$ cat src/rtl/core/lrtm_pkg.sv
`default_nettype none

package lrtm_pkg;

    localparam int RULES_DEF      = 64;
    localparam int STATE_BITS_DEF = 8;

    localparam int CFG_IDX_W  = 3;
    localparam int CFG_DATA_W = 8;

    localparam logic OP_WRITE = 1'b0;
    localparam logic OP_FIND  = 1'b1;

    localparam logic [CFG_IDX_W-1:0] CFG_RULE_COUNT  = 3'd0;
    localparam logic [CFG_IDX_W-1:0] CFG_CODE_ANY    = 3'd1;
    localparam logic [CFG_IDX_W-1:0] CFG_CODE_DIGIT  = 3'd2;
    localparam logic [CFG_IDX_W-1:0] CFG_CODE_XDIGIT = 3'd3;
    localparam logic [CFG_IDX_W-1:0] CFG_CODE_ALPHA  = 3'd4;
    localparam logic [CFG_IDX_W-1:0] CFG_CODE_ALNUM  = 3'd5;
    localparam logic [CFG_IDX_W-1:0] CFG_CODE_SPACE  = 3'd6;
    localparam logic [CFG_IDX_W-1:0] CFG_CODE_BLANK  = 3'd7;

    localparam logic [6:0] RST_RULE_COUNT  = 7'd0;
    localparam logic [7:0] RST_CODE_ANY    = 8'd128;
    localparam logic [7:0] RST_CODE_DIGIT  = 8'd129;
    localparam logic [7:0] RST_CODE_XDIGIT = 8'd130;
    localparam logic [7:0] RST_CODE_ALPHA  = 8'd131;
    localparam logic [7:0] RST_CODE_ALNUM  = 8'd132;
    localparam logic [7:0] RST_CODE_SPACE  = 8'd133;
    localparam logic [7:0] RST_CODE_BLANK  = 8'd134;

    typedef struct packed {
        logic [7:0] c_any;
        logic [7:0] c_digit;
        logic [7:0] c_xdigit;
        logic [7:0] c_alpha;
        logic [7:0] c_alnum;
        logic [7:0] c_space;
        logic [7:0] c_blank;
    } lrtm_codes_t;

    typedef struct packed {
        logic        operation;
        logic [5:0]  entry_index;
        logic [7:0]  state_id;
        logic [7:0]  symbol;
        logic [15:0] rule_action;
        logic [7:0]  rule_next_state;
    } lrtm_item_t;

    typedef enum logic [1:0] {
        ST_IDLE,
        ST_SCAN,
        ST_POST
    } lrtm_state_t;

    typedef struct packed {
        logic start;
        logic wr_en;
        logic scan;
        logic load_out;
    } lrtm_cmd_t;

    typedef struct packed {
        logic hit;
        logic exhausted;
        logic out_free;
    } lrtm_status_t;

    function automatic logic trigger_hits(input logic [7:0] trig, input logic [7:0] c,
                                          input lrtm_codes_t codes);
        logic dig;
        logic alp;
        logic hex;
        logic spc;
        logic blk;
        dig = (c >= 8'h30) && (c <= 8'h39);
        alp = ((c >= 8'h41) && (c <= 8'h5A)) || ((c >= 8'h61) && (c <= 8'h7A));
        hex = dig || ((c >= 8'h41) && (c <= 8'h46)) || ((c >= 8'h61) && (c <= 8'h66));
        spc = (c == 8'h20) || ((c >= 8'h09) && (c <= 8'h0D));
        blk = (c == 8'h20) || (c == 8'h09);
        return (trig == c)
            || (trig == codes.c_any)
            || ((trig == codes.c_digit) && dig)
            || ((trig == codes.c_xdigit) && hex)
            || ((trig == codes.c_alpha) && alp)
            || ((trig == codes.c_alnum) && (alp || dig))
            || ((trig == codes.c_space) && spc)
            || ((trig == codes.c_blank) && blk);
    endfunction

endpackage

`default_nettype wire

$ cat src/rtl/core/lrtm_ctrl.sv
`default_nettype none

module lrtm_ctrl import lrtm_pkg::*;
(
    input  wire logic   clk,
    input  wire logic   rst_n,
    input  wire logic   in_valid,
    input  wire logic   in_operation,
    output logic        in_ready,
    input  wire lrtm_status_t status,
    output lrtm_cmd_t   cmd
);

    lrtm_state_t state_reg;
    lrtm_state_t state_next;

    always_ff @(posedge clk or negedge rst_n)
    begin
        if (!rst_n)
        begin
            state_reg <= ST_IDLE;
        end
        else
        begin
            state_reg <= state_next;
        end
    end

    always_comb
    begin
        state_next = state_reg;
        in_ready   = 1'b0;
        cmd        = '0;
        unique case (state_reg)
            ST_IDLE:
            begin
                in_ready = 1'b1;
                if (in_valid)
                begin
                    cmd.start = 1'b1;
                    if (in_operation == OP_WRITE)
                    begin
                        cmd.wr_en  = 1'b1;
                        state_next = ST_POST;
                    end
                    else
                    begin
                        state_next = ST_SCAN;
                    end
                end
            end
            ST_SCAN:
            begin
                cmd.scan = 1'b1;
                if (status.hit || status.exhausted)
                begin
                    state_next = ST_POST;
                end
            end
            ST_POST:
            begin
                if (status.out_free)
                begin
                    cmd.load_out = 1'b1;
                    state_next   = ST_IDLE;
                end
            end
            default:
            begin
                state_next = ST_IDLE;
            end
        endcase
    end

endmodule

`default_nettype wire

$ cat config.mk
export PLATFORM = sky130hd
export DESIGN_NAME = lrtm_ctrl
export DESIGN_NICKNAME = d
export VERILOG_FILES = /design/src/rtl/core/lrtm_pkg.sv /design/src/rtl/core/lrtm_ctrl.sv
export SDC_FILE = /design/constraint.sdc
export NUM_CORES = 1
export LEC_CHECK = 0
export BUFFER_PORTS_ARGS = -buffer_cell sky130_fd_sc_hd__clkbuf_2
export CAP_MARGIN = 20
export CORE_AREA = 8 8 45 47
export CTS_CLUSTER_DIAMETER = 40
export DETAILED_ROUTE_END_ITERATION = 16
export DIE_AREA = 0 0 53 55
export PLACE_DENSITY = 0.37
export REMOVE_ABC_BUFFERS = 1
export SLEW_MARGIN = 20
export SYNTH_ARGS = -nofsm -noshare
export SYNTH_HDL_FRONTEND = slang
export SYNTH_SLANG_ARGS = --single-unit
$ cat constraint.sdc
create_clock -name clk -period 1 [get_ports clk]
set_clock_uncertainty 0.15 [all_clocks]
set_input_delay 0.2 -clock clk [delete_from_list [all_inputs] [get_ports clk]]
set_output_delay 0.2 -clock clk [all_outputs]
set_load 0.02 [all_outputs]
==> results.ini, run 1 <==
[status]
outcome = finished, violations left
violations = negative setup slack

[timing]
max-slew-margin-rel = 0.922
finalHoldViolations = 0
setup_viol = 7
worstMarginPinSlew_ns = 0.117
tns_ns = -2.54
max_freq_mhz = 670
maxSlewViolCount = 0
min_period_over_period = 1.49
setup_ws_ns = -0.493
post-route-min-period_ns = 1.49
rsz0062_at_grt = yes

[grt]
grt_use_total = 0.0503
grt_max_degree = 5
grt_pass1_vias = 225
antenna_found_initial = 0
grt_overflow = 0
grt_pass1_wl_mm = 1.00

[clocking]
numCtsBuffers = 3
cts_sinks = 2
cts_buffer_depth = 2
ctsHtreeMaxLevel = 1
clock_latency_ns = 0.22
clk_pin_slew_ns = 0.03
root_buffer = clkbuf_4
cts_tree = built

[synth]
ys_types = 11
yosys.area.top_type_share = 0.396
synth_edf_count = 0
synthArstFlopShare = 1.00
synthTopCellsByArea = dfrtp_1, nor2_1, o21ai_1
synth_seq_cells = 2
synth_top_cell_by_area = dfrtp_1
synthCells = 15
synth_area_um2 = 126
ys_top_cells_by_count = nor2_1, dfrtp_1, o21ai_1
yosys_most_used_dff = dfrtp_1
synth_most_common_cell = nor2_1
syn_avg_cell_area_um2 = 8.42
synth_seq_area_share = 0.396
yosysWarningCount = 0

[setup_path]
ff2ff_setup_slack_ns = -0.29
arrival_ns = 1.14
startpoint_type = flop
endpoint_kind = primary output
r2r_cells = 4
path_max_fanout = 3
critPathRequiredTime_ns = 0.65
critPathKind = reg -> out
setup.worst_path.start = state_reg[0]
r2r_start = state_reg[0]
r2r_end = state_reg[0]
critical_path.endpoint = cmd[2]

[finish]
regArea_um2 = 50.0
largest_register_ffs = 2
fin_cells = 55
antenna_cells = 0
nets = 48
drive_gt1_frac = 0.769
multi_input_area_um2 = 103
finalInstanceArea_um2 = 377
area_growth_pct = 198
fill_cells = 157
post-route-util = 0.272

[pwr]
p_leak_nw = 0.193
vdd_drop_max_v = 0.000589
power_uw = 744
p_per_area_nw_per_um2 = 1970

[place]
placed_cell_area_um2 = 254
port_buffers = 11
place_inst = 49
routabilityCongestion = 0.630

[detailed_routing]
wire_per_inst_um = 10.5
vias_per_cell = 3.62
wl_um = 579
drc = 0
drt_pre_antenna_iters = 1
drt-initial-drc-count = 0
ant_nets = 0
via_count = 199

[floorplanning]
dieArea_um2 = 2920
die_h_um = 55
initial_utilization = 0.0913
core_area_um2 = 1380
row_count = 14
die_w_um = 53
ios = 12

[min_path]
hp-start = status[2]
hp-class = in -> reg

[job]
maxCapViolCount = 0

kinds of logic (layout without fill, tap and decap cells):
kind of cell,after synthesis,count (layout),share of synthesized area
DFF,2,2,0.396
AOI/OAI and AO/OA,4,4,0.188
and+or+nand+nor,9,9,0.416
buffers and inverters,0,24,0
layer usage:
metal	vias to the layer above	track usage	routed length, µm
met1	85	0.0502	219
met5	-	0	0
met3	2	0.0535	130
met4	0	0.0388	7
li1	100	-	-
met2	12	0.0586	222
where the power goes:
part | switching (mW) | leakage (nW) | internal [mW]
Sequential | 0.0153 | 0.0258 | 0.101
Clock | 0.0447 | 0.0138 | 0.132
Combinational | 0.180 | 0.154 | 0.270
Total | 0.240 | 0.193 | 0.503
worst min-delay path by stage:
stage,end,slack (ns),depth (start not counted)
floorplan,state_reg[0],-0.25,0
global placement,state_reg[1],-0.16,1
detailed placement,state_reg[0],-0.16,1
CTS,state_reg[1],0.06,3
global route,state_reg[1],0.11,3
finish,state_reg[1],0.07,3
cell usage in the layout, fill, tap and decap left out:
| cell | instances |
|---|---|
| a21oi_1 | 1 |
| a22o_1 | 1 |
| and2_4 | 1 |
| and2b_1 | 1 |
| buf_4 | 8 |
| buf_6 | 2 |
| buf_8 | 3 |
| clkbuf_2 | 6 |
| clkbuf_4 | 3 |
| clkbuf_8 | 1 |
| dfrtp_1 | 2 |
| dlygate4sd3_1 | 1 |
| nand2_4 | 1 |
| nor2_1 | 2 |
| nor2_2 | 1 |
| nor2_4 | 1 |
| nor2b_2 | 1 |
| nor2b_4 | 1 |
| o21ai_1 | 1 |
| o21ai_2 | 1 |
critical path, cell delays in order (launching register included):
cell	delay (ns)
dfrtp_1	0.38
nor2_2	0.13
and2_4	0.16
nor2b_4	0.14
buf_6	0.12
final cells by class:
cell class                      count  area share
Tap cell                           16      0.0532
Clock buffer                        3      0.0598
Multi-Input combinational cell     13       0.272
Timing Repair Buffer               21       0.482
Sequential cell                     2       0.133
per-stage QoR:
step           hold WS (ns)  setup slack [ns]
2_1_floorplan        -0.246            -0.569
3_3_place_gp         -0.159            -0.301
3_5_place_dp         -0.163            -0.317
4_1_cts              0.0622            -0.547
5_1_grt               0.110            -0.572
6_report             0.0710            -0.493
repair_timing:
item,CTS,global route
setup endpoints to repair,7,7
resized for setup,13,10
hold endpoints to repair,2,0
setup buffers,3,0
pin swaps,2,2
hold buffers,1,0
No activity file was read; power rests on OpenSTA's default activity.
==> run 2: changes to the inputs <==
--- a/config.mk
+++ b/config.mk
@@ -11,7 +11,7 @@
 export CTS_CLUSTER_DIAMETER = 40
 export DETAILED_ROUTE_END_ITERATION = 16
 export DIE_AREA = 0 0 53 55
-export PLACE_DENSITY = 0.37
+export PLACE_DENSITY = 0.41
 export REMOVE_ABC_BUFFERS = 1
 export SLEW_MARGIN = 20
 export SYNTH_ARGS = -nofsm -noshare
==> run 2 against run 1 <==
  * The run still ends with negative setup slack left
  * Non-clock buffer count down 1
  * Critical path depth unchanged
  * Die area unchanged
  * Global-route usage down 0.77 points
  * Largest cell class unchanged
  * Clock-buffer cell count unchanged
  * Worst hold slack better by 0.019 ns
  * Largest power group unchanged
  * Cell count down 1.8%
  * Cell area down 7.0%
==> results.ini, run 2 (same netlist as run 1, synthesis figures left out) <==
[clocking]
ctsHtreeMaxLevel = 1  ; unchanged
cts_sinks = 2  ; unchanged
clk_pin_slew_ns = 0.03  ; about the same
cts_tree = built
root_buffer = clkbuf_4
clock_latency_ns = 0.22  ; about the same
numCtsBuffers = 3  ; unchanged
cts_buffer_depth = 2  ; unchanged

[timing]
maxSlewViolCount = 0  ; unchanged
finalHoldViolations = 0  ; unchanged
max_freq_mhz = 670  ; about the same
rsz0062_at_grt = yes
min_period_over_period = 1.49  ; about the same
setup_viol = 7  ; unchanged
worstMarginPinSlew_ns = 0.115  ; -0.00231 ns
post-route-min-period_ns = 1.49  ; -0.000840 ns
tns_ns = -2.51  ; +0.0331 ns
max-slew-margin-rel = 0.923  ; +0.00103
setup_ws_ns = -0.492  ; +0.000840 ns

[place]
place_inst = 49  ; unchanged
port_buffers = 11  ; unchanged
placed_cell_area_um2 = 254  ; unchanged
routabilityCongestion = 0.627  ; -0.54%
place_ws_ns = -0.307  ; +0.00984 ns

[pwr]
p_leak_nw = 0.177  ; -8.5%
p_per_area_nw_per_um2 = 1980  ; +0.17%
vdd_drop_max_v = 0.000516  ; -12%
power_uw = 693  ; -6.8%

[setup_path]
critPathRequiredTime_ns = 0.65  ; about the same
arrival_ns = 1.14  ; about the same
endpoint_kind = primary output
critPathKind = reg -> out
startpoint_type = flop
path_max_fanout = 3  ; unchanged

[floorplanning]
dieArea_um2 = 2920  ; unchanged
core_area_um2 = 1380  ; unchanged
die_w_um = 53  ; unchanged
ios = 12  ; unchanged
row_count = 14  ; unchanged
die_h_um = 55  ; unchanged
initial_utilization = 0.0913  ; unchanged

[detailed_routing]
wire_per_inst_um = 9.67  ; -8.2%
ant_nets = 0  ; unchanged
drt_pre_antenna_iters = 3  ; +2
wl_um = 522  ; -9.8%
drt-initial-drc-count = 3  ; +3
drc = 0  ; unchanged
via_count = 183  ; -8.0%
vias_per_cell = 3.39  ; -6.3%

[status]
outcome = finished, violations left
violations = negative setup slack

[finish]
layout_commonest_cell = buf_4
area_growth_pct = 177
largest_register_ffs = 2  ; unchanged
regArea_um2 = 50.0  ; unchanged
nets = 47  ; -2.1%
fill_cells = 160  ; +1.9%
multi_input_area_um2 = 91.3  ; -11%
drive_gt1_frac = 0.763  ; -0.00607
antenna_cells = 0  ; unchanged
final_cell_mix = buf_4, clkbuf_2, clkbuf_4, buf_8
finalInstanceArea_um2 = 350  ; -7.0%
fin_cells = 54  ; -1.8%

[min_path]
hp-class = in -> reg

[grt]
grt_pass1_vias = 214  ; -4.9%
grt_use_total = 0.0426  ; -0.00770
grt_pass1_wl_um = 869  ; -13%
grt_overflow = 0  ; unchanged
grt_max_degree = 5  ; unchanged
antenna_found_initial = 0  ; unchanged

[job]
maxCapViolCount = 0  ; unchanged

run 2: changes by cell type in the layout (fill, tap and decap cells not counted), sizes merged:
cell	change
buf	-1
run 2: critical path, cell delays in order (launching register included):
cell and delay (ns):
dfrtp_1 0.38, nor2_2 0.12, and2_4 0.15, nor2b_1 0.12, buf_4 0.15
run 2: per-stage QoR:
step,util,hold slack (ns)
after floorplan,-,-0.246
after global placement,0.184,-0.158
after detailed placement,0.184,-0.160
after CTS,0.241,0.0832
after global routing,0.253,0.114
final,0.253,0.0902
run 2: worst paths after layout:
check | start | end | slack, ns | cells past startpoint
setup / recovery | state_reg[0] | cmd[2] | -0.49 | 4
min in group asynchronous | rst_n | state_reg[0] | 0.17 | 2
max in group asynchronous | rst_n | state_reg[1] | 0.43 | 2
hold reg to reg | state_reg[0] | state_reg[1] | 0.46 | 2
hold / removal | status[2] | state_reg[1] | 0.09 | 3
setup reg to reg | state_reg[0] | state_reg[1] | -0.28 | 5
run 2: timing repair:
action	4_1_cts	5_1_grt
pin swaps	2	1
endpoints found under the setup margin	7	7
setup buffers	1	1
hold buffers	1	0
endpoints found under the hold margin	2	0
resized for setup	12	6
run 2: metal layers:
metal | routed length [µm] | global-route usage | share of wire | up-vias
li1 | - | - | - | 97
met1 | 258 | 0.0500 | 0.49 | 72
met4 | 11 | 0.0517 | 0.021 | 0
met2 | 170 | 0.0449 | 0.33 | 12
met3 | 82 | 0.0267 | 0.16 | 2
met5 | 0 | 0 | 0 | -
run 2: power by group:
| group | switching [mW] | internal, mW | total, mW | leakage, nW |
|---|---|---|---|---|
| combinational | 0.168 | 0.241 | 0.409 | 0.137 |
| clock | 0.0366 | 0.132 | 0.168 | 0.0138 |
| sequential | 0.0141 | 0.101 | 0.115 | 0.0258 |
| total | 0.219 | 0.474 | 0.693 | 0.177 |
run 2: layout make-up:
cell class,instances,share of cell area
Multi-Input combinational cell,13,0.261
Timing Repair Buffer,20,0.475
Tap cell,16,0.0571
Sequential cell,2,0.143
Clock buffer,3,0.0643
==> run 3: changes to the inputs <==
--- a/config.mk
+++ b/config.mk
@@ -5,13 +5,13 @@
 export SDC_FILE = /design/constraint.sdc
 export NUM_CORES = 1
 export LEC_CHECK = 0
-export BUFFER_PORTS_ARGS = -buffer_cell sky130_fd_sc_hd__clkbuf_2
 export CAP_MARGIN = 20
 export CORE_AREA = 8 8 45 47
 export CTS_CLUSTER_DIAMETER = 40
 export DETAILED_ROUTE_END_ITERATION = 16
 export DIE_AREA = 0 0 53 55
-export PLACE_DENSITY = 0.41
+export DONT_BUFFER_PORTS = 1
+export PLACE_DENSITY = 0.33
 export REMOVE_ABC_BUFFERS = 1
 export SLEW_MARGIN = 20
 export SYNTH_ARGS = -nofsm -noshare
==> run 3 against run 2 <==
  * The flow finishes with violations (negative hold slack, negative setup slack)
  * Cell area down 8.2%
  * Sequential cell count unchanged
  * Power down 4.1%
  * Critical endpoint unchanged
  * Largest power group unchanged
  * Highest routed layer unchanged
==> results.ini, run 3 (same netlist as run 1, synthesis figures left out) <==
[detailed_routing]
ant_nets = 0  ; unchanged
drt-initial-drc-count = 1  ; -2
vias_per_cell = 3.76  ; +11%
wire_per_inst_um = 11.6  ; +19%
drt_pre_antenna_iters = 2  ; -1
wl_um = 566  ; +8.4%
via_count = 184  ; +0.55%
drc = 0  ; unchanged

[floorplanning]
die_h_um = 55  ; unchanged
initial_utilization = 0.0913  ; unchanged
dieArea_um2 = 2920  ; unchanged
ios = 12  ; unchanged
die_w_um = 53  ; unchanged
core_area_um2 = 1380  ; unchanged
row_count = 14  ; unchanged

[place]
post-dp-hpwl_um = 426
port_buffers = 0  ; -11
place_ws_ns = -0.256  ; +0.0506 ns
routabilityCongestion = 0.688  ; +9.7%
place_inst = 38  ; -22%

[setup_path]
max_stage_delay_ns = 0.38  ; about the same
path_max_fanout = 2  ; -1
critPathKind = reg -> out
worstPathCellList = nor2_2 > and2_4 > nor2b_4 > buf_6
arrival_ns = 1.12  ; -0.02 ns
endpoint_kind = primary output
critPathRequiredTime_ns = 0.65  ; about the same
slowest_stage = dfrtp_1
startpoint_type = flop

[grt]
grt_max_degree = 4  ; -1
antenna_found_initial = 0  ; unchanged
grt_pass1_wl_um = 931  ; +7.1%
grt_overflow = 0  ; unchanged
grt_pass1_vias = 209  ; -2.3%
grt_use_total = 0.0492  ; +0.00660

[pwr]
intPower_uw = 452  ; -4.6%
power_switching_uw = 213  ; -2.9%
power_uw = 665  ; -4.1%
pwr-share-seq = 0.173  ; +0.007
switching_share = 0.320  ; +0.00372
p_per_area_nw_per_um2 = 2070  ; +4.5%
pwr-share-clk = 0.267  ; +0.024
vdd_drop_max_v = 0.000412  ; -20%
comb_power_share = 0.560  ; -0.031
p_leak_nw = 0.154  ; -13%

[finish]
fill_cells = 153  ; -4.4%
nets = 42  ; -11%
multi_input_area_um2 = 91.3  ; unchanged
final_cell_mix = buf_4, dlygate4sd3_1, buf_6
drive_gt1_frac = 0.606  ; -0.157
largest_register_ffs = 2  ; unchanged
regArea_um2 = 50.0  ; unchanged
layout_commonest_cell = buf_4
antenna_cells = 0  ; unchanged
fin_cells = 49  ; -9.3%
area_growth_pct = 154

[timing]
post-route-min-period_ns = 1.47  ; -0.0206 ns
finalHoldViolations = 1  ; +1
maxSlewViolCount = 0  ; unchanged
rsz0062_at_grt = yes
hold_ws_ns = -0.00207  ; -0.0923 ns
max_freq_mhz = 679  ; +1.4%
setup_ws_ns = -0.472  ; +0.0206 ns
worstMarginPinSlew_ns = 0.132  ; +0.0171 ns
min_period_over_period = 1.47  ; -0.0206
setup_viol = 7  ; unchanged
max-slew-margin-rel = 0.912  ; -0.0112

[clocking]
numCtsBuffers = 3  ; unchanged
ctsHtreeMaxLevel = 1  ; unchanged
cts_tree = built
clk_pin_slew_ns = 0.03  ; about the same
clock_latency_ns = 0.22  ; about the same
root_buffer = clkbuf_4
cts_sinks = 2  ; unchanged
cts_buffer_depth = 2  ; unchanged

[status]
violations = negative hold slack, negative setup slack
outcome = finished, violations left

[job]
maxCapViolCount = 0  ; unchanged

[min_path]
hp-class = in -> reg

-- run 3: cell count changes in the layout (fill, tap and decap cells not counted), sizes merged --
| cell | previous run | this run |
|---|---|---|
| buf | 12 | 11 |
| clkbuf | 10 | 3 |
| dlygate4sd3 | 1 | 4 |
-- run 3: per-layer routing --
layer  track usage  vias up  routed length, µm
met2        0.0527       12                219
met4        0.0517        0                 11
met1        0.0471       82                209
met3        0.0535        2                126
li1              -       88                  -
met5             0        -                  0
-- run 3: timing repair --
action | 4_1_cts | 5_1_grt
setup buffers | 4 | 2
hold endpoints to repair | 4 | 0
gates resized for setup | 2 | 6
pin swaps | 2 | 1
endpoints found under the setup margin | 7 | 7
hold buffers | 4 | 0
-- run 3: cell type report --
class / instances / area share
timing repair buffer: 15 / 0.428
sequential: 2 / 0.156
tap: 16 / 0.0623
clock buffer: 3 / 0.0700
multi-input combinational: 13 / 0.284
-- run 3: through the flow --
step                      setup TNS, ns  area (µm²)  hold slack (ns)   util
after floorplan                   -1.23         126           -0.246      -
after global placement            -1.06         199           -0.245  0.144
after detailed placement          -1.06         199           -0.245  0.144
after CTS                         -2.57         292           0.0137  0.211
after global routing              -3.05         322           0.0149  0.232
final                             -2.59         322         -0.00207  0.232
-- run 3: power by group through the flow --
stage	Sequential [mW]	Combinational, mW	Clock, mW
global placement	0.119	0.249	0
global route	0.118	0.402	0.210
CTS	0.114	0.336	0.187
finish	0.115	0.372	0.178
floorplan	0.120	0.136	0
detailed placement	0.118	0.251	0
-- run 3: worst max-delay path: cells and delay by family (launching register included) --
kind / cells / cell delay [ns]
buf+inv: 1 / 0.12
simple gates: 3 / 0.40
flops: 1 / 0.38
-- run 3: worst paths after layout --
check,start,to,slack [ns],depth (start not counted)
min in group asynchronous,rst_n,state_reg[0],0.07,1
worst max-delay path,state_reg[0],cmd[2],-0.47,4
max in group asynchronous,rst_n,state_reg[1],0.49,1
worst min-delay path,in_valid,state_reg[1],-0.002,2
worst min register to register,state_reg[0],state_reg[1],0.43,2
worst max register to register,state_reg[0],state_reg[0],-0.30,4
